--- config.mk ---
export PLATFORM = sky130hd
export DESIGN_NAME = segment_speed_ramp_controller_flat
export DESIGN_NICKNAME = d
export VERILOG_FILES = /design/src/hdl/sscr_pkg.sv /design/src/hdl/sscr_if.sv /design/src/hdl/sscr_csr.sv /design/src/hdl/sscr_core.sv /design/src/hdl/sscr_out.sv /design/src/hdl/segment_speed_ramp_controller.sv /design/src/flat_wrapper.sv
export SDC_FILE = /design/constraint.sdc
export NUM_CORES = 1
export LEC_CHECK = 0
export ABC_AREA = 1
export BUFFER_PORTS_ARGS = -buffer_cell sky130_fd_sc_hd__buf_2
export CAP_MARGIN = 20
export CORE_MARGIN = 2
export CORE_UTILIZATION = 30
export DETAILED_ROUTE_END_ITERATION = 10
export HOLD_SLACK_MARGIN = 0.12
export PLACE_DENSITY = 0.5
export SETUP_SLACK_MARGIN = 0.15
export SYNTH_ARGS = -nofsm -noshare
export SYNTH_HDL_FRONTEND = slang
export SYNTH_SLANG_ARGS = --single-unit
--- constraint.sdc ---
create_clock -name clock -period 15.9 [get_ports clock]
set_clock_uncertainty 0.15 [all_clocks]
set_input_delay 2.385 -clock clock [delete_from_list [all_inputs] [get_ports clock]]
set_output_delay 2.385 -clock clock [all_outputs]
set_load 0.005 [all_outputs]
--- src/hdl/sscr_pkg.sv ---
`default_nettype none

package sscr_pkg;

   // Segment modes, same encoding on input and output
   typedef enum logic [1:0] {
      MODE_STOP       = 2'd0,
      MODE_CORNER_IN  = 2'd1,
      MODE_CORNER_OUT = 2'd2,
      MODE_STRAIGHT   = 2'd3
   } mode_type;

   // Register indexes on the csr channel
   typedef enum logic [2:0] {
      REG_STRAIGHT_SPEED   = 3'd0,
      REG_CORNER_IN_SPEED  = 3'd1,
      REG_CORNER_OUT_SPEED = 3'd2,
      REG_CONTROL_PERIOD   = 3'd3,
      REG_ACCEL_PERIOD     = 3'd4,
      REG_BRAKE_PERIOD     = 3'd5,
      REG_ACCEL_STEP       = 3'd6,
      REG_BRAKE_STEP       = 3'd7
   } reg_index_type;

   localparam int unsigned SPEED_W = 8;
   localparam int unsigned TICK_W  = 16;
   localparam int unsigned INDEX_W = 3;
   localparam int unsigned DATA_W  = 16;

   localparam logic [TICK_W-1:0]  TICK_MAX = {TICK_W{1'b1}};
   localparam logic [SPEED_W-1:0] SPEED_MAX = {SPEED_W{1'b1}};

   // Reset values of the registers
   localparam logic [SPEED_W-1:0] STRAIGHT_SPEED_RST   = 8'd29;
   localparam logic [SPEED_W-1:0] CORNER_IN_SPEED_RST  = 8'd7;
   localparam logic [SPEED_W-1:0] CORNER_OUT_SPEED_RST = 8'd10;
   localparam logic [TICK_W-1:0]  CONTROL_PERIOD_RST   = 16'd10;
   localparam logic [TICK_W-1:0]  ACCEL_PERIOD_RST     = 16'd50;
   localparam logic [TICK_W-1:0]  BRAKE_PERIOD_RST     = 16'd10;
   localparam logic [SPEED_W-1:0] ACCEL_STEP_RST       = 8'd1;
   localparam logic [SPEED_W-1:0] BRAKE_STEP_RST       = 8'd3;

   typedef struct packed {
      logic [SPEED_W-1:0] straight_speed;
      logic [SPEED_W-1:0] corner_in_speed;
      logic [SPEED_W-1:0] corner_out_speed;
      logic [TICK_W-1:0]  control_period;
      logic [TICK_W-1:0]  accel_period;
      logic [TICK_W-1:0]  brake_period;
      logic [SPEED_W-1:0] accel_step;
      logic [SPEED_W-1:0] brake_step;
   } cfg_type;

   typedef struct packed {
      logic [SPEED_W-1:0] speed_command;
      logic               speed_updated;
      logic [1:0]         mode_now;
   } result_type;

   // Saturating tick increment
   function automatic logic [TICK_W-1:0] tick_inc(input logic [TICK_W-1:0] t);
      tick_inc = (t == TICK_MAX) ? TICK_MAX : t + TICK_W'(1);
   endfunction

endpackage

`default_nettype wire

--- src/hdl/sscr_if.sv ---
`default_nettype none

// Tick item channel
interface sscr_req_if;
   logic       valid;
   logic       ready;
   logic       mode_write;
   logic [1:0] new_mode;
   logic       line_lost;

   modport source (output valid, mode_write, new_mode, line_lost, input ready);
   modport sink   (input valid, mode_write, new_mode, line_lost, output ready);
endinterface

// Result item channel
interface sscr_rsp_if;
   logic       valid;
   logic       ready;
   logic [7:0] speed_command;
   logic       speed_updated;
   logic [1:0] mode_now;

   modport source (output valid, speed_command, speed_updated, mode_now, input ready);
   modport sink   (input valid, speed_command, speed_updated, mode_now, output ready);
endinterface

// Register write channel
interface sscr_csr_if;
   logic        valid;
   logic        ready;
   logic [2:0]  index;
   logic [15:0] data;

   modport source (output valid, index, data, input ready);
   modport sink   (input valid, index, data, output ready);
endinterface

`default_nettype wire

--- src/hdl/sscr_csr.sv ---
`default_nettype none

module sscr_csr (
   input  wire logic                         clock,
   input  wire logic                         reset,
   input  wire logic                         wr_en,
   input  wire logic [sscr_pkg::INDEX_W-1:0] wr_index,
   input  wire logic [sscr_pkg::DATA_W-1:0]  wr_data,
   output sscr_pkg::cfg_type                 cfg
);

   sscr_pkg::cfg_type cfg_ff;
   sscr_pkg::cfg_type cfg_in;

   // Register decode
   always_comb begin
      cfg_in = cfg_ff;
      if (wr_en) begin
         unique case (sscr_pkg::reg_index_type'(wr_index))
            sscr_pkg::REG_STRAIGHT_SPEED:
               cfg_in.straight_speed = wr_data[sscr_pkg::SPEED_W-1:0];
            sscr_pkg::REG_CORNER_IN_SPEED:
               cfg_in.corner_in_speed = wr_data[sscr_pkg::SPEED_W-1:0];
            sscr_pkg::REG_CORNER_OUT_SPEED:
               cfg_in.corner_out_speed = wr_data[sscr_pkg::SPEED_W-1:0];
            sscr_pkg::REG_CONTROL_PERIOD:
               cfg_in.control_period = wr_data[sscr_pkg::TICK_W-1:0];
            sscr_pkg::REG_ACCEL_PERIOD:
               cfg_in.accel_period = wr_data[sscr_pkg::TICK_W-1:0];
            sscr_pkg::REG_BRAKE_PERIOD:
               cfg_in.brake_period = wr_data[sscr_pkg::TICK_W-1:0];
            sscr_pkg::REG_ACCEL_STEP:
               cfg_in.accel_step = wr_data[sscr_pkg::SPEED_W-1:0];
            sscr_pkg::REG_BRAKE_STEP:
               cfg_in.brake_step = wr_data[sscr_pkg::SPEED_W-1:0];
            default: cfg_in = cfg_ff;
         endcase
      end
   end

   always_ff @(posedge clock) begin
      if (reset) begin
         cfg_ff.straight_speed   <= sscr_pkg::STRAIGHT_SPEED_RST;
         cfg_ff.corner_in_speed  <= sscr_pkg::CORNER_IN_SPEED_RST;
         cfg_ff.corner_out_speed <= sscr_pkg::CORNER_OUT_SPEED_RST;
         cfg_ff.control_period   <= sscr_pkg::CONTROL_PERIOD_RST;
         cfg_ff.accel_period     <= sscr_pkg::ACCEL_PERIOD_RST;
         cfg_ff.brake_period     <= sscr_pkg::BRAKE_PERIOD_RST;
         cfg_ff.accel_step       <= sscr_pkg::ACCEL_STEP_RST;
         cfg_ff.brake_step       <= sscr_pkg::BRAKE_STEP_RST;
      end else begin
         cfg_ff <= cfg_in;
      end
   end

   assign cfg = cfg_ff;

endmodule

`default_nettype wire

--- src/hdl/sscr_core.sv ---
`default_nettype none

module sscr_core (
   input  wire logic              clock,
   input  wire logic              reset,
   input  wire logic              accept,
   input  wire logic              mode_write,
   input  wire logic [1:0]        new_mode,
   input  wire logic              line_lost,
   input  wire sscr_pkg::cfg_type cfg,
   output sscr_pkg::result_type   result
);

   localparam int unsigned SW = sscr_pkg::SPEED_W;
   localparam int unsigned TW = sscr_pkg::TICK_W;

   sscr_pkg::mode_type mode_ff, mode_in;
   logic [SW-1:0]      speed_ff, speed_in;
   logic [TW-1:0]      ctrl_ticks_ff, ctrl_ticks_in;
   logic [TW-1:0]      accel_ticks_ff, accel_ticks_in;
   logic [TW-1:0]      brake_ticks_ff, brake_ticks_in;

   logic [TW-1:0]      ctrl_inc, accel_inc, brake_inc;
   sscr_pkg::mode_type mode_sel;
   logic [SW-1:0]      target;
   logic [SW-1:0]      speed_braked;
   logic               brake_ok, accel_ok, fire;
   logic [SW:0]        accel_sum;
   logic [SW-1:0]      speed_accel_base;
   logic               ramp_mode;

   assign ctrl_inc  = sscr_pkg::tick_inc(ctrl_ticks_ff);
   assign accel_inc = sscr_pkg::tick_inc(accel_ticks_ff);
   assign brake_inc = sscr_pkg::tick_inc(brake_ticks_ff);

   assign mode_sel = mode_write ? sscr_pkg::mode_type'(new_mode) : mode_ff;
   assign fire     = ctrl_inc > cfg.control_period;
   assign brake_ok = brake_inc > cfg.brake_period;
   assign accel_ok = accel_inc > cfg.accel_period;

   // Target speed for the selected segment
   always_comb begin
      unique case (mode_sel)
         sscr_pkg::MODE_CORNER_IN:  target = cfg.corner_in_speed;
         sscr_pkg::MODE_CORNER_OUT: target = cfg.corner_out_speed;
         sscr_pkg::MODE_STRAIGHT:   target = cfg.straight_speed;
         default:                   target = '0;
      endcase
   end

   assign ramp_mode = (mode_sel == sscr_pkg::MODE_CORNER_IN) ||
                      (mode_sel == sscr_pkg::MODE_CORNER_OUT);

   // Brake step, floors at zero (corner modes only)
   assign speed_braked = (speed_ff > cfg.brake_step) ? speed_ff - cfg.brake_step : '0;
   assign speed_accel_base = (ramp_mode && speed_ff > target && brake_ok) ?
                             speed_braked : speed_ff;
   assign accel_sum = {1'b0, speed_accel_base} + {1'b0, cfg.accel_step};

   // Next state for one tick
   always_comb begin
      mode_in        = mode_sel;
      speed_in       = speed_ff;
      ctrl_ticks_in  = ctrl_inc;
      accel_ticks_in = accel_inc;
      brake_ticks_in = brake_inc;
      if (fire) begin
         ctrl_ticks_in = '0;
         unique case (mode_sel)
            sscr_pkg::MODE_STOP: begin
               speed_in = '0;
            end
            sscr_pkg::MODE_CORNER_IN, sscr_pkg::MODE_CORNER_OUT: begin
               if (speed_ff > target && brake_ok) begin
                  brake_ticks_in = '0;
               end
               speed_in = speed_accel_base;
               if (speed_accel_base < target && accel_ok) begin
                  accel_ticks_in = '0;
                  speed_in = accel_sum[SW] ? sscr_pkg::SPEED_MAX : accel_sum[SW-1:0];
               end
            end
            sscr_pkg::MODE_STRAIGHT: begin
               if (line_lost) begin
                  mode_in = sscr_pkg::MODE_STOP;
               end else if (speed_ff < target && accel_ok) begin
                  accel_ticks_in = '0;
                  speed_in = accel_sum[SW] ? sscr_pkg::SPEED_MAX : accel_sum[SW-1:0];
               end
            end
            default: speed_in = speed_ff;
         endcase
      end
   end

   always_ff @(posedge clock) begin
      if (reset) begin
         mode_ff        <= sscr_pkg::MODE_STOP;
         speed_ff       <= '0;
         ctrl_ticks_ff  <= '0;
         accel_ticks_ff <= '0;
         brake_ticks_ff <= '0;
      end else if (accept) begin
         mode_ff        <= mode_in;
         speed_ff       <= speed_in;
         ctrl_ticks_ff  <= ctrl_ticks_in;
         accel_ticks_ff <= accel_ticks_in;
         brake_ticks_ff <= brake_ticks_in;
      end
   end

   assign result.speed_command = speed_in;
   assign result.speed_updated = fire;
   assign result.mode_now      = mode_in;

endmodule

`default_nettype wire

--- src/hdl/sscr_out.sv ---
`default_nettype none

module sscr_out (
   input  wire logic                 clock,
   input  wire logic                 reset,
   input  wire logic                 push,
   input  wire sscr_pkg::result_type push_data,
   output logic                      can_push,
   output logic                      out_valid,
   input  wire logic                 out_ready,
   output sscr_pkg::result_type      out_data
);

   logic                 main_valid_ff, main_valid_in;
   logic                 skid_valid_ff, skid_valid_in;
   sscr_pkg::result_type main_ff, main_in;
   sscr_pkg::result_type skid_ff, skid_in;
   logic                 pop;

   assign pop = main_valid_ff && out_ready;

   // Two-deep result queue: main register drives the port, skid catches a stall
   always_comb begin
      main_valid_in = main_valid_ff;
      skid_valid_in = skid_valid_ff;
      main_in       = main_ff;
      skid_in       = skid_ff;
      if (pop) begin
         main_valid_in = skid_valid_ff;
         main_in       = skid_ff;
         skid_valid_in = 1'b0;
      end
      if (push) begin
         if (!main_valid_in) begin
            main_valid_in = 1'b1;
            main_in       = push_data;
         end else begin
            skid_valid_in = 1'b1;
            skid_in       = push_data;
         end
      end
   end

   always_ff @(posedge clock) begin
      if (reset) begin
         main_valid_ff <= 1'b0;
         skid_valid_ff <= 1'b0;
      end else begin
         main_valid_ff <= main_valid_in;
         skid_valid_ff <= skid_valid_in;
      end
      main_ff <= main_in;
      skid_ff <= skid_in;
   end

   assign can_push  = !skid_valid_ff;
   assign out_valid = main_valid_ff;
   assign out_data  = main_ff;

endmodule

`default_nettype wire

--- src/hdl/segment_speed_ramp_controller.sv ---
// Segment speed ramp controller: slew-rate limited motor speed.
// req : one item per 1 ms tick (mode_write, new_mode, line_lost).
// rsp : one item per tick (speed_command, speed_updated, mode_now).
// csr : register writes, index 0..7, always ready; write only while idle.
// A tick's result is registered into the result queue, which drives rsp.
// Throughput: one tick per clock while req.ready is high; the whole update
// is a single pass of compares and 8-bit adds on the state registers.
// The result side is two entries deep: while rsp stalls the block still
// takes one further tick, then drops req.ready until rsp drains.
// Reset (synchronous, active high) sets mode to stop, speed and all tick
// counters to zero, registers to their defaults and empties the result
// queue. No clearing pass is needed.
`default_nettype none

module segment_speed_ramp_controller (
   input  wire logic clock,
   input  wire logic reset,
   sscr_req_if.sink  req,
   sscr_rsp_if.source rsp,
   sscr_csr_if.sink  csr
);

   sscr_pkg::cfg_type    cfg;
   sscr_pkg::result_type step_result;
   sscr_pkg::result_type out_data;
   logic                 accept;
   logic                 can_push;

   assign csr.ready = 1'b1;
   assign req.ready = can_push;
   assign accept    = req.valid && can_push;

   sscr_csr u_csr (
      .clock    (clock),
      .reset    (reset),
      .wr_en    (csr.valid),
      .wr_index (csr.index),
      .wr_data  (csr.data),
      .cfg      (cfg)
   );

   sscr_core u_core (
      .clock      (clock),
      .reset      (reset),
      .accept     (accept),
      .mode_write (req.mode_write),
      .new_mode   (req.new_mode),
      .line_lost  (req.line_lost),
      .cfg        (cfg),
      .result     (step_result)
   );

   sscr_out u_out (
      .clock     (clock),
      .reset     (reset),
      .push      (accept),
      .push_data (step_result),
      .can_push  (can_push),
      .out_valid (rsp.valid),
      .out_ready (rsp.ready),
      .out_data  (out_data)
   );

   assign rsp.speed_command = out_data.speed_command;
   assign rsp.speed_updated = out_data.speed_updated;
   assign rsp.mode_now      = out_data.mode_now;

   // Skid entry is only ever used behind a full main register
   a_skid_behind_main: assert property (@(posedge clock) disable iff (reset)
      !rsp.valid |-> req.ready)
      else $error("skid entry held while output register empty");

   // A tick taken during a stall fills the skid entry
   a_stall_fills_skid: assert property (@(posedge clock) disable iff (reset)
      rsp.valid && !rsp.ready && req.valid && req.ready |=> !req.ready)
      else $error("stalled tick not held in skid entry");

   // Draining with a full skid moves it forward and frees the input
   a_skid_drains: assert property (@(posedge clock) disable iff (reset)
      rsp.valid && rsp.ready && !req.ready |=> rsp.valid && req.ready)
      else $error("skid entry not moved forward on drain");

endmodule

`default_nettype wire
--- src/flat_wrapper.sv ---
// flat-port wrapper written by rule: the top's interface ports become plain ports
module segment_speed_ramp_controller_flat 
  (clock, reset, req_valid, req_mode_write, req_new_mode, req_line_lost, req_ready, rsp_valid, rsp_speed_command, rsp_speed_updated, rsp_mode_now, rsp_ready, csr_valid, csr_index, csr_data, csr_ready);
  sscr_req_if req_i ();
  sscr_rsp_if rsp_i ();
  sscr_csr_if csr_i ();
  input  wire logic clock;
  input  wire logic reset;
  input wire logic [$bits(req_i.valid)-1:0] req_valid;
  input wire logic [$bits(req_i.mode_write)-1:0] req_mode_write;
  input wire logic [$bits(req_i.new_mode)-1:0] req_new_mode;
  input wire logic [$bits(req_i.line_lost)-1:0] req_line_lost;
  output wire logic [$bits(req_i.ready)-1:0] req_ready;
  output wire logic [$bits(rsp_i.valid)-1:0] rsp_valid;
  output wire logic [$bits(rsp_i.speed_command)-1:0] rsp_speed_command;
  output wire logic [$bits(rsp_i.speed_updated)-1:0] rsp_speed_updated;
  output wire logic [$bits(rsp_i.mode_now)-1:0] rsp_mode_now;
  input wire logic [$bits(rsp_i.ready)-1:0] rsp_ready;
  input wire logic [$bits(csr_i.valid)-1:0] csr_valid;
  input wire logic [$bits(csr_i.index)-1:0] csr_index;
  input wire logic [$bits(csr_i.data)-1:0] csr_data;
  output wire logic [$bits(csr_i.ready)-1:0] csr_ready;
  assign req_i.valid = req_valid;
  assign req_i.mode_write = req_mode_write;
  assign req_i.new_mode = req_new_mode;
  assign req_i.line_lost = req_line_lost;
  assign req_ready = req_i.ready;
  assign rsp_valid = rsp_i.valid;
  assign rsp_speed_command = rsp_i.speed_command;
  assign rsp_speed_updated = rsp_i.speed_updated;
  assign rsp_mode_now = rsp_i.mode_now;
  assign rsp_i.ready = rsp_ready;
  assign csr_i.valid = csr_valid;
  assign csr_i.index = csr_index;
  assign csr_i.data = csr_data;
  assign csr_ready = csr_i.ready;
  segment_speed_ramp_controller u_core (.clock(clock), .reset(reset), .req(req_i), .rsp(rsp_i), .csr(csr_i));
endmodule
### After elaboration in Yosys (flattened, before gate mapping)

Cells that the tools add are included.

| cells by class | value |
|---|---|
| muxes and demuxes | 33 |
| reductions and logical operators | 21 |
| eq/ne operators | 13 |
| add/sub/neg operators | 5 |
| magnitude comparators | 7 |

Operators with widths:

| cell | count |
|---|---|
| 16-bit 2-to-1 mux | 11 |
| 8-bit 2-to-1 mux | 7 |
| 16-bit by 1-bit adder with 16-bit output, second input constant | 3 |
| 16-bit equality test, second input constant | 3 |
| 16-bit > comparator | 3 |
| 8-bit case mux with 3 select lines | 2 |
| 11-bit 2-to-1 mux | 3 |
| 16-bit case mux with 2 select lines | 1 |
| 2-bit AND reduction | 9 |
| 8-bit > comparator | 2 |
| 8-bit < comparator | 2 |
| 3-bit equality test, second input constant | 4 |
| 8-bit by 8-bit adder with 9-bit output | 1 |
| 2-bit 2-to-1 mux | 4 |
| 8-bit subtractor | 1 |
| 1-bit logical AND | 7 |
| 3-bit by 2-bit equality test with 1-bit output, second input constant | 2 |
| 1-bit 2-to-1 mux | 5 |
| 2-bit equality test, second input constant | 2 |
| 3-bit by 1-bit equality test with 1-bit output, second input constant | 1 |
| 3-bit zero test | 1 |
| 2-bit by 1-bit equality test with 1-bit output, second input constant | 1 |
| 2-bit zero test | 1 |
| 2-bit OR reduction | 1 |
| other kinds (2) | 2 |

| storage, ports and cells | value |
|---|---|
| logic and storage cells | 100 |
| register bits after elaboration | 170 |

### Depth between registers and ports, before layout

Gate-level depths: netlist (run 1).

| depth | value |
|---|---|
| depth after elaboration | 15 |
| gate-level depth with buffers | 46 |
| gate-level depth less buffers | 45 |

### Cells and area by module

Synthesis (run 1) repeated with hierarchy kept, for this count alone.

| unflattened totals | value |
|---|---|
| cells, all modules | 1637 |
| area total of the unflattened synthesis | 10910.5 µm² |

Modules (own cells, without submodules):

| module | times used | area an instance (µm²) | cells each |
|---|---|---|---|
| sscr_core | 1 | 6467.5 | 1033 |
| sscr_csr | 1 | 3464.6 | 493 |
| sscr_out | 1 | 959.7 | 107 |
| segment_speed_ramp_controller | 1 | 18.8 | 4 |

### Worst setup path after synthesis (run 1)

No wires, ideal clock.

| timing | value |
|---|---|
| path type | in2reg |
| start point | in req_mode_write |
| end point | reg u_core.u_out.skid_ff[7] in the netlist's numbering (data pin) |
| buffers on the path | 2 |
| setup time | 255 ps |
| arrival time | 6495 ps |
| data required time | 15495 ps |
| setup slack | 9000 ps |
| cell stages on the path | 38 |
| cell sequence | o21ai_0 > inv_1 > ha_1 > buf_6 > clkbuf_1 > nand2_1 > nand3_1 > nand2_1 > ha_1 > nand2_1 > nor2_1 > nand2_1 > nand2_1 > nor2_1 > nand2_2 > inv_2 > nand2_4 > nor2_1 > (+2 left out) > ha_1 > a21oi_2 > nand2_1 > nand2_1 > nand2_1 > nand2_1 > nand2_1 > nand2_1 > inv_1 > or2_1 > a21oi_2 > inv_2 > a21oi_1 > nand3_1 > nand3_1 > nand2_1 > nand2_1 > nand2_1 |

RTL lines:

| item | RTL line | text |
|---|---|---|
| start, declared | flat_wrapper.sv:10 | `input wire logic [$bits(req_i.mode_write)-1:0] req_mode_write;` |
| end signal, assigned | sscr_out.sv:53 | `skid_ff <= skid_in;` |
| end, declared | sscr_out.sv:17 | `sscr_pkg::result_type skid_ff, skid_in;` |

==> summary.md, run 1 <==
| Metric | Value |
|---|---|
| Crit path launch type | `primary input` |
| Top post-synthesis cells by area | `dfxtp_1 31%, nand2_1 13%, ha_1 11%` |
| Initial DRC Count | `548` |
| Post-DRT Antenna Nets | `0` |
| TritonCTS buffer count | `17` |
| Post-CTS setup buffers | `0` |
| Syn Nets | `about 1600` |
| Comb pwr share | `0.144` |
| Post-CTS Resized | `0` |
| Clock Power Share | `0.432` |
| DP HPWL | `approximately 20000 um` |
| Cell area after synthesis | `roughly 0.010 mm2` |
| Worst-Margin Slew | `0.8275 ns` |
| CTS Hold Bufs | `0` |
| Drt total wl | `28740 um` |
| Synthesized area per cell | `6.950 um2` |
| Antenna fix cells | `0` |
| Commonest cells after routing, fill and taps aside | `358 x nand2_1, 189 x inv_1, 159 x dfxtp_1` |
| Largest net degree at the start of global routing | `61` |
| CP required | `roughly 16 ns` |
| Critical path capture point type | `flop` |
| Top routing layer in use | `met4` |
| Vias per cell | `4.729` |
| Netlist cell types | `55` |
| Met2 wire len | `approximately 13000 um` |
| PwrDens | `94.20 mW/mm2` |
| Switch share | `0.2868` |
| Avg WL per Cell | `14.69 um` |
| Pwr Total | `1082 uW` |
| Clk_lat worst skew | `0.44 ns` |
| Most common cell after layout, fill and taps aside | `nand2_1` |
| Vias in the first global route | `roughly 8800` |
| Drt drc | `0` |
| Core area | `0.03370 mm2` |
| Pre-antenna DRT Iters | `5` |
| Worst min path class | `flop to flop` |
| Post-Place Worst Slack | `slightly above 8 ns` |
| Antenna violations before repair | `0` |
| Psw | `310.4 uW` |
| Die Y | `189.4 um` |
| Slew Viols, Final | `0` |
| Sequential power share | `0.425` |
| Initial Util | `0.3060` |
| Final setup fails | `0` |
| Final setup margin | `8.500 ns` |
| H-tree Lvls | `4` |
| Post-synth EDFFs | `11` |
| Root Buffer | `clkbuf_16` |
| Critical path fanouts, max | `18` |
| Clock Path Buffers | `2` |
| Area leader, netlist | `dfxtp_1` |
| Post-synth top flop | `dfxtp_1` |
| Total GRT Usage | `0.1642` |
| Post-synthesis sequential area ratio | `0.3407` |
| #FFs+latches synth | `between 150 and 200` |
| Relative slew slack | `0.4463` |
| Met3 WL | `735 um` |
| Minimum clock period | `7.400 ns` |
| First-pass GRT wire length | `46520 um` |
| Status | `finished, final reports clean` |
| Clk sink count | `170` |
| Row count | `67` |
| Layout Area Growth over Synthesis | `11.38%` |
| Hold Violations, Final | `0` |
| Post-route setup TNS | `0 ns` |
| Share of cells above drive strength 1 | `0.09085` |
| RSZ-0062 raised after global routing | `no` |
| Peak Freq | `0.1351 GHz` |
| Crit-path max cell delay | `0.61 ns` |
| GPL Wtd Cong | `~0.85` |
| Async SR Flop Fraction | `0` |
| Clock-pin slew on the worst setup and hold paths | `0.07 ns` |
| Kind of critical path | `primary input to flop` |
| Overflow after GRT | `0` |
| PortBufs | `40` |
| VDD IR max | `60.95 uV` |
| DIE AREA | `between 0.03 and 0.04 mm2` |
| Vias | `9249` |
| CTS tree | `built` |
| CP max-delay cell | `ha_1` |
| Ys Warns | `0` |
| Yosys top cell area share | `0.3086` |
| Int Pwr | `771.7 uW` |
| Worst EP arrival | `7.58 ns` |
| Pleak | `0.005153 uW` |
| Chip width | `189.4 um` |
| Final critical-path share of the clock period | `0.4654` |
| Maxcap violations | `0` |
| Post-synthesis cell count | `1484` |
| Nets | `approximately 1600` |
| Num ports | `42` |
| Cell mode on critical path | `nand2_1` |
| Metal-1 WL | `14220 um` |
==> synth_stat cells, types with 14 or more instances <==
master	number
dfxtp_1	159
nand4_1	14
o211ai_1	15
xor2_1	14
inv_1	190
a21oi_1	132
clkbuf_1	35
nor2_1	136
o21ai_0	95
nand3_1	104
ha_1	87
nand2_1	359
==> routing by layer <==
layer  track usage  up-vias
li1              -     4861
met1        0.2183     4236
met2        0.2720      115
met3       0.02706       37
met4       0.05069        0
met5             0        -
==> critical path, delay by kind of cell <==
family | cells | cell delay, ns
and+or+nand+nor | 25 | 2.20
adders and majority gates | 3 | 1.27
AOI/OAI and AO/OA | 5 | 1.05
buffers and inverters | 7 | 0.62
==> state kept, by name (all words and copies together), names as in the netlist <==
name                          count
u_core.u_out.skid_ff             11
u_core.u_core.mode_ff             2
u_core.u_out.skid_valid_ff        1
u_core.u_core.speed_ff            8
u_core.u_core.accel_ticks_ff     16
u_core.u_core.ctrl_ticks_ff      16
u_core.u_core.brake_ticks_ff     16
u_core.u_out.out_data            11
u_core.u_csr.cfg                 88
u_core.u_out.out_valid            1
==> final cells by class <==
class                           instances  area, um2
Sequential cell                       170       3513
Clock buffer                           18      439.2
Multi-Input combinational cell       1068       5806
Timing Repair Buffer                   45      237.7
Tap cell                              448      560.5
Fill cell                            3653      22210
Inverter                              194      728.2
Clock inverter                         13      202.7
==> worst paths after layout <==
path                                                 from                                end  slack [ns]  cells past startpoint
max                                        req_mode_write   u_core.u_out.out_data[8]$_DFF_P_        8.50                     40
max reg2reg  u_core.u_core.brake_ticks_ff[0]$_SDFFE_PP0P_   u_core.u_out.out_data[8]$_DFF_P_       10.02                     40
min                     u_core.u_csr.cfg[41]$_SDFFE_PP0P_  u_core.u_csr.cfg[41]$_SDFFE_PP0P_        0.31                      2
min reg2reg             u_core.u_csr.cfg[41]$_SDFFE_PP0P_  u_core.u_csr.cfg[41]$_SDFFE_PP0P_        0.31                      2
==> cells by family after synthesis <==
| family | Yosys count | synth area share |
|---|---|---|
| buf+inv | 246 | 0.09669 |
| flops | 170 | 0.3407 |
| other cells | 1 | 0.0003636 |
| mux | 1 | 0.001092 |
| xor+xnor | 21 | 0.01783 |
| fa+ha+maj | 89 | 0.1094 |
| simple gates | 673 | 0.2819 |
| compound gates | 283 | 0.1520 |
==> power groups by stage <==
| stage | sequential, uW | combinational, uW | clock, uW |
|---|---|---|---|
| 2_1_floorplan | 465 | 112 | 0 |
| 4_1_cts | 459 | 157 | 478 |
| 3_5_place_dp | 469 | 156 | 0 |
| 3_3_place_gp | 469 | 155 | 0 |
| 6_report | 459 | 156 | 467 |
| 5_1_grt | 461 | 178 | 495 |
==> metrics by stage <==
step | hold WS (ns) | instances | utilization | instance area [um2]
finish | 0.3084 | 1956 | 0.3409 | 11490
global placement | 0.2929 | 1924 | 0.3216 | 10840
floorplan | 0.2787 | 1484 | - | 10310
global route | 0.3347 | 1956 | 0.3409 | 11490
CTS | 0.3137 | 1955 | 0.3406 | 11480
detailed placement | 0.2951 | 1924 | 0.3216 | 10840
Note: power is estimated with default switching activity, not from simulation.
==> run 2, diff against run 1 <==
- ABC_AREA: 1 -> 0
- clock period: 15.9 -> 7.4 ns (I/O delays scaled with it)
==> summary.md, run 2 <==
| Metric | Value |
|---|---|
| XOR/XNOR Fraction of Synth Area | `0.03382 (+0.01598)` |
| Ys Warns | `0 (unchanged)` |
| Minimum clock period | `around 6.5 ns` |
| Drt total wl | `27560 um (-4.1%)` |
| Largest family of logic cells by synthesized area | `simple AND/OR/NAND/NOR gates` |
| Relative slew slack | `0.4700 (+0.02368)` |
| Top-count cell post-synth | `nand2_1` |
| Vias per cell | `4.994 (+5.6%)` |
| Drt drc | `0 (unchanged)` |
| Kind of critical path | `flop to flop` |
| Async SR Flop Fraction | `0 (unchanged)` |
| Post-synthesis cell count | `1257 (-15%)` |
| RSZ-0062 raised after global routing | `no` |
| Nets | `1381 (-14%)` |
| Cell area after synthesis | `0.009842 mm2 (-4.6%)` |
| Root Buffer | `clkbuf_16` |
| Clk sink count | `170 (unchanged)` |
| PortBufs | `40 (unchanged)` |
| GPL Wtd Cong | `0.9327 (+9.6%)` |
| #FFs+latches synth | `170 (unchanged)` |
| Area leader, netlist | `dfxtp_1` |
| PwrDens | `192.7 mW/mm2 (+100%)` |
| Peak Freq | `roughly 0.15 GHz` |
| DIE AREA | `0.03427 mm2 (-4.5%)` |
| Status | `finished, final reports clean` |
| Hold WS | `0.3055 ns (-0.002948 ns)` |
| Largest net degree at the start of global routing | `71 (+16%)` |
| Post-CTS setup buffers | `0 (unchanged)` |
| Worst-Margin Slew | `0.7950 ns (-0.03246 ns)` |
| Area occupied by multi-input gates | `0.005798 mm2 (-0.13%)` |
| Initial Util | `0.3033 (-0.002783)` |
| H-tree Lvls | `4 (unchanged)` |
| Layout Area Growth over Synthesis | `12.45%` |
| VDD IR max | `156.9 uV (+160%)` |
| Share of cells above drive strength 1 | `0.07909 (-0.01176)` |
| Clock Path Buffers | `2 (unchanged)` |
| Max reg flops | `88 (unchanged)` |
| Avg WL per Cell | `16.03 um (+9.1%)` |
| Vias in the first global route | `8127 (-7.6%)` |
| Post-DRT Antenna Nets | `0 (unchanged)` |
| Core area | `0.03245 mm2 (-3.7%)` |
| First-pass GRT wire length | `44040 um (-5.3%)` |
| Vias | `8584 (-7.2%)` |
| Seq. cell area | `0.003513 mm2 (unchanged)` |
| Clock-pin slew on the worst setup and hold paths | `0.07 ns (about the same)` |
| Initial DRC Count | `666 (+22%)` |
| Top post-synthesis cells by count | `263 x nand2_1, 159 x dfxtp_1, 139 x a21oi_1, 87 x ha_1, 74 x inv_1` |
| CTS tree | `built` |
| Fill cell count | `3455 (-5.4%)` |
| Simple-gate share of the synthesized area | `0.2297 (-0.05221)` |
| Top post-synthesis cells by area | `dfxtp_1 32%, ha_1 11%, nand2_1 10%` |
| Row count | `66 (-1.5%)` |
| Post-Synth Adder-Cell Area | `0.1147 (+0.005245)` |
| Post-route setup TNS | `0 ns (unchanged)` |
| Post-synth EDFFs | `11 (unchanged)` |
| Worst min path class | `flop to flop` |
| DP HPWL | `20080 um (-0.94%)` |
| Hold Violations, Final | `0 (unchanged)` |
| Critical path fanouts, max | `13 (-5)` |
| Worst EP arrival | `6.50 ns (-1.08 ns)` |
| Overflow after GRT | `0 (unchanged)` |
| Critical path capture point type | `flop` |
| CP required | `7.43 ns (-8.65 ns)` |
| Chip width | `185.1 um (-2.3%)` |
| Final critical-path share of the clock period | `0.8750` |
| Pleak | `0.004467 uW (-13%)` |
| Synthesized area per cell | `7.830 um2 (+13%)` |
| Commonest cells after routing, fill and taps aside | `263 x nand2_1, 159 x dfxtp_1, 138 x a21oi_1` |
| Num ports | `42 (unchanged)` |
| Non-Filler Instances | `1719 (-12%)` |
| Total GRT Usage | `0.1645 (+0.0003124)` |
| Most common cell after layout, fill and taps aside | `nand2_1` |
| Antenna fix cells | `0 (unchanged)` |
| Pre-antenna DRT Iters | `8 (+3)` |
| Post-CTS Resized | `0 (unchanged)` |
| Slew Viols, Final | `0 (unchanged)` |
| Syn Nets | `1374 (-14%)` |
| Post-synthesis sequential area ratio | `0.3570 (+0.01633)` |
| Crit path launch type | `flop` |
| Netlist cell types | `63 (+15%)` |
| Final setup fails | `0 (unchanged)` |
| Post-synthesis compound-gate area fraction | `0.2014 (+0.04937)` |
| Antenna violations before repair | `0 (unchanged)` |
| Mux cell area share after synthesis | `0.008263 (+0.007172)` |
| TritonCTS buffer count | `17 (unchanged)` |
| Placed insts | `1686 (-12%)` |
| CTS Hold Bufs | `0 (unchanged)` |
| Clk_lat worst skew | `0.44 ns (about the same)` |
| Die Y | `185.1 um (-2.3%)` |
| Maxcap violations | `0 (unchanged)` |
| Post-synth top flop | `dfxtp_1` |
| Yosys top cell area share | `0.3234 (+0.01479)` |
[run 2: cell type report]
cell class                 count  share of cell area
clock buffer                  21             0.04262
clock inverter                11             0.01413
inverter                      74             0.02510
multi-input combinational    949              0.5239
sequential                   170              0.3175
tap                          442             0.04997
timing repair buffer          52             0.02679
[run 2: through the flow]
stage / util / setup slack [ns] / cell area [um2] / power [uW]
finish: 0.3410 / 0.9247 / 11070 / 2133
global route: 0.3410 / 0.1929 / 11070 / 2224
CTS: 0.3407 / 0.7999 / 11060 / 2157
detailed placement: 0.3213 / 0.5337 / 10430 / 1181
global placement: 0.3210 / 0.7432 / 10420 / 1179
floorplan: - / 1.552 / 9842 / 1113
[run 2: path summary, 6_finish.rpt]
| path | start | endpoint | slack (ns) | depth (start not counted) |
|---|---|---|---|---|
| max | u_core.u_core.brake_ticks_ff[3]$_SDFFE_PP0P_ | u_core.u_out.skid_ff[10]$_DFFE_PP_ | 0.92 | 22 |
| min | u_core.u_csr.cfg[63]$_SDFFE_PP0P_ | u_core.u_csr.cfg[63]$_SDFFE_PP0P_ | 0.31 | 2 |
| max reg2reg | u_core.u_core.brake_ticks_ff[3]$_SDFFE_PP0P_ | u_core.u_out.skid_ff[10]$_DFFE_PP_ | 0.92 | 22 |
| min reg2reg | u_core.u_csr.cfg[63]$_SDFFE_PP0P_ | u_core.u_csr.cfg[63]$_SDFFE_PP0P_ | 0.31 | 2 |
[run 2: report_power, final]
group / total (uW) / switching (uW) / internal, uW
clock network: 973 / 406 / 567
registers: 961 / 15.2 / 946
logic: 199 / 131 / 67.8
total: 2130 / 552 / 1580
[run 2: logic make-up after synthesis]
kind of cell | after synthesis
mux | 8
fa+ha+maj | 89
buf+inv | 138
other cells | 1
simple gates | 499
xor+xnor | 38
compound gates | 314
flops | 170
[run 2: critical path, stage by stage (launching register included)]
cell and delay, ns:
dfxtp_1 0.43, and4_1 0.27, and3_1 0.23, nand3_1 0.16
nor3_1 0.41, nand2b_1 0.40, nand2_1 0.21, ha_1 0.15
nand4_1 0.16, nor4_2 0.42, a21bo_2 0.28, nand3_1 0.17
nand2_1 0.20, o31ai_1 0.56, ha_1 0.36, a21oi_1 0.14
o21ai_0 0.18, a21o_1 0.23, a21o_1 0.20, o31ai_1 0.22
o311ai_0 0.22, a32oi_1 0.34, o21ai_0 0.12
[run 2: layer usage]
metal	share of wire	vias up	track usage
li1	-	4423	-
met1	0.47	4014	0.2111
met2	0.48	122	0.2825
met3	0.028	25	0.02635
met4	0.019	0	0.05048
met5	0	-	0
==> run 3, diff against run 2 <==
- CORE_UTILIZATION: 30 -> 60
- PLACE_DENSITY: 0.5 -> 0.83
==> summary.md, run 3 (same netlist as run 2, synthesis figures left out) <==
| Metric | Value |
|---|---|
| Max reg flops | `88 (unchanged)` |
| Met3 WL | `1692 um (+120%)` |
| Maxcap violations | `0 (unchanged)` |
| Cell mode on critical path | `o21ai_0` |
| Pre-antenna DRT Iters | `7 (-1)` |
| Drt total wl | `24220 um (-12%)` |
| PwrDens | `189.5 mW/mm2 (-1.7%)` |
| Met2 wire len | `11140 um (-16%)` |
| Status | `finished, final reports clean` |
| Commonest cells after routing, fill and taps aside | `263 x nand2_1, 159 x dfxtp_1, 139 x a21oi_1` |
| CP Cell Sequence | `buf_2, mux2i_1, inv_1, ha_1, a222oi_1, or2_2, ha_1, a21oi_1, nand2_1, a21o_1, o21ai_0, o21ai_0, o31ai_1, ha_1, a21oi_1, o21ai_0, a211oi_1, o21bai_1, a21oi_1, nand2_1, a32oi_1, o21ai_0` |
| Clk sink count | `170 (unchanged)` |
| Share of cells above drive strength 1 | `0.07765 (-0.001445)` |
| First-pass GRT wire length | `39660 um (-9.9%)` |
| Final setup fails | `0 (unchanged)` |
| CTS tree | `built` |
| Row count | `46 (-30%)` |
| Worst reg2reg path depth | `22 (unchanged)` |
| Peak Freq | `0.1506 GHz (-2.5%)` |
| Final critical-path share of the clock period | `0.8976 (+0.02256)` |
| Post-Place Worst Slack | `0.5047 ns (-0.02906 ns)` |
| Initial Util | `0.6173 (+0.3141)` |
| Post-CTS Resized | `0 (unchanged)` |
| Psw | `520.0 uW (-5.8%)` |
| Post-CTS setup buffers | `0 (unchanged)` |
| Reg2reg end | `u_core.u_out.skid_ff[6]$_DFFE_PP_` |
| Critical path capture point type | `flop` |
| Crit path launch type | `primary input` |
| Sequential power share | `0.473 (+0.023)` |
| Hold Violations, Final | `0 (unchanged)` |
| Clock Path Buffers | `2 (unchanged)` |
| Critical path fanouts, max | `11 (-2)` |
| PortBufs | `40 (unchanged)` |
| Pleak | `0.004424 uW (-0.97%)` |
| VDD IR max | `173.1 uV (+10%)` |
| Worst EP arrival | `6.67 ns (+0.17 ns)` |
| CTS Hold Bufs | `0 (unchanged)` |
| Post-Place Cell Area | `0.01013 mm2 (-2.9%)` |
| Worst min path class | `flop to flop` |
| Final setup margin | `0.7577 ns (-0.1670 ns)` |
| Layout Area Growth over Synthesis | `8.848%` |
| Slew Viols, Final | `0 (unchanged)` |
| Clock Power Share | `0.432 (-0.024)` |
| Post-route setup TNS | `0 ns (unchanged)` |
| Hold WS | `0.3052 ns (-0.0002790 ns)` |
| Core area | `0.01594 mm2 (-51%)` |
| Chip width | `132.1 um (-29%)` |
| Die Y | `132.1 um (-29%)` |
| Antenna fix cells | `0 (unchanged)` |
| Internal reg-to-reg setup slack | `0.86 ns (-0.06 ns)` |
| DP HPWL | `17280 um (-14%)` |
| Crit path from | `req_mode_write` |
| Switch share | `0.2562 (-0.002558)` |
| TritonCTS buffer count | `17 (unchanged)` |
| Minimum clock period | `6.642 ns (+0.1670 ns)` |
| Vias per cell | `5.999 (+20%)` |
| RSZ-0062 raised after global routing | `no` |
| Num ports | `42 (unchanged)` |
| Post-route cell area | `0.01071 mm2 (-3.2%)` |
| Critical Path End | `u_core.u_out.skid_ff[6]$_DFFE_PP_` |
| H-tree Lvls | `4 (unchanged)` |
| Post-DRT Antenna Nets | `0 (unchanged)` |
| Avg WL per Cell | `16.24 um (+1.3%)` |
| Comb pwr share | `0.095 (+0.002)` |
| Int Pwr | `1510 uW (-4.5%)` |
| Clock-pin slew on the worst setup and hold paths | `0.06 ns (about the same)` |
| Initial DRC Count | `756 (+14%)` |
| Vias | `8944 (+4.2%)` |
| GPL Wtd Cong | `1.003 (+7.5%)` |
| CP max-delay cell | `o21ai_0` |
| Kind of critical path | `primary input to flop` |
| Metal-1 WL | `10770 um (-17%)` |
| Relative slew slack | `0.2874 (-0.1826)` |
| Drt drc | `0 (unchanged)` |
| Final Util | `0.6720 (+0.3309)` |
| Nets | `1379 (-0.14%)` |
| DIE AREA | `0.01744 mm2 (-49%)` |
| CP required | `7.42 ns (about the same)` |
| Crit-path max cell delay | `0.82 ns (+0.26 ns)` |
| Root Buffer | `clkbuf_16` |
| Most common cell after layout, fill and taps aside | `nand2_1` |
| Antenna violations before repair | `0 (unchanged)` |
| Top routing layer in use | `met4` |
| Largest net degree at the start of global routing | `66 (-7.0%)` |
| Worst-Margin Slew | `1.065 ns (+0.2699 ns)` |
| Vias in the first global route | `8274 (+1.8%)` |
| Worst reg2reg startpoint | `u_core.u_core.brake_ticks_ff[3]$_SDFFE_PP0P_` |
| Overflow after GRT | `0 (unchanged)` |
| Clk_lat worst skew | `0.44 ns (about the same)` |
| Hold Path Cell Cnt | `2 (unchanged)` |
| Total GRT Usage | `0.2782 (+0.1137)` |
run 3: how the worst min path moves through the flow:
| stage | from | endpoint | slack, ns |
|---|---|---|---|
| CTS | u_core.u_csr.cfg[53]$_SDFFE_PP0P_ | u_core.u_csr.cfg[53]$_SDFFE_PP0P_ | 0.31 |
| floorplan | u_core.u_core.mode_ff[0]$_SDFFE_PP0P_ | u_core.u_core.mode_ff[0]$_SDFFE_PP0P_ | 0.29 |
| detailed placement | u_core.u_csr.cfg[53]$_SDFFE_PP0P_ | u_core.u_csr.cfg[53]$_SDFFE_PP0P_ | 0.30 |
| global placement | u_core.u_csr.cfg[39]$_SDFFE_PP0P_ | u_core.u_csr.cfg[39]$_SDFFE_PP0P_ | 0.29 |
| global route | u_core.u_csr.cfg[59]$_SDFFE_PP0P_ | u_core.u_csr.cfg[59]$_SDFFE_PP0P_ | 0.32 |
| finish | u_core.u_csr.cfg[53]$_SDFFE_PP0P_ | u_core.u_csr.cfg[53]$_SDFFE_PP0P_ | 0.31 |
run 3: layer usage:
| metal | vias to the layer above | track usage |
|---|---|---|
| met1 | 4167 | 0.3727 |
| met5 | - | 0 |
| met4 | 0 | 0.1123 |
| met2 | 308 | 0.4450 |
| met3 | 55 | 0.05037 |
| li1 | 4414 | - |
run 3: area by class of cell:
cell class	instances	area (um2)
inverter	74	277.8
clock buffer	18	429.2
tap	216	270.3
fill	1299	5230
sequential	170	3513
multi-input combinational	949	5794
timing repair buffer	50	281.5
clock inverter	14	146.4
run 3: per-stage QoR:
step	total power, uW	instances
after floorplan	1113	1257
after global placement	1164	1458
after detailed placement	1168	1458
after CTS	2031	1490
after global routing	2097	1491
final	2030	1491
run 3: critical path: cells and delay by family:
family / cells / cell delay [ns]
AND/OR/NAND/NOR: 3 / 0.38
multiplexers: 1 / 0.44
buffers and inverters: 2 / 0.25
adder cells (fa/ha/maj): 3 / 0.92
AO/OA/AOI/OAI: 13 / 3.57
run 3: power groups by stage:
stage | logic (uW) | clock network [uW] | registers, uW
final | 193 | 877 | 960
after global routing | 214 | 921 | 962
after CTS | 190 | 882 | 960
after detailed placement | 188 | 0 | 980
after global placement | 184 | 0 | 980
after floorplan | 137 | 0 | 976
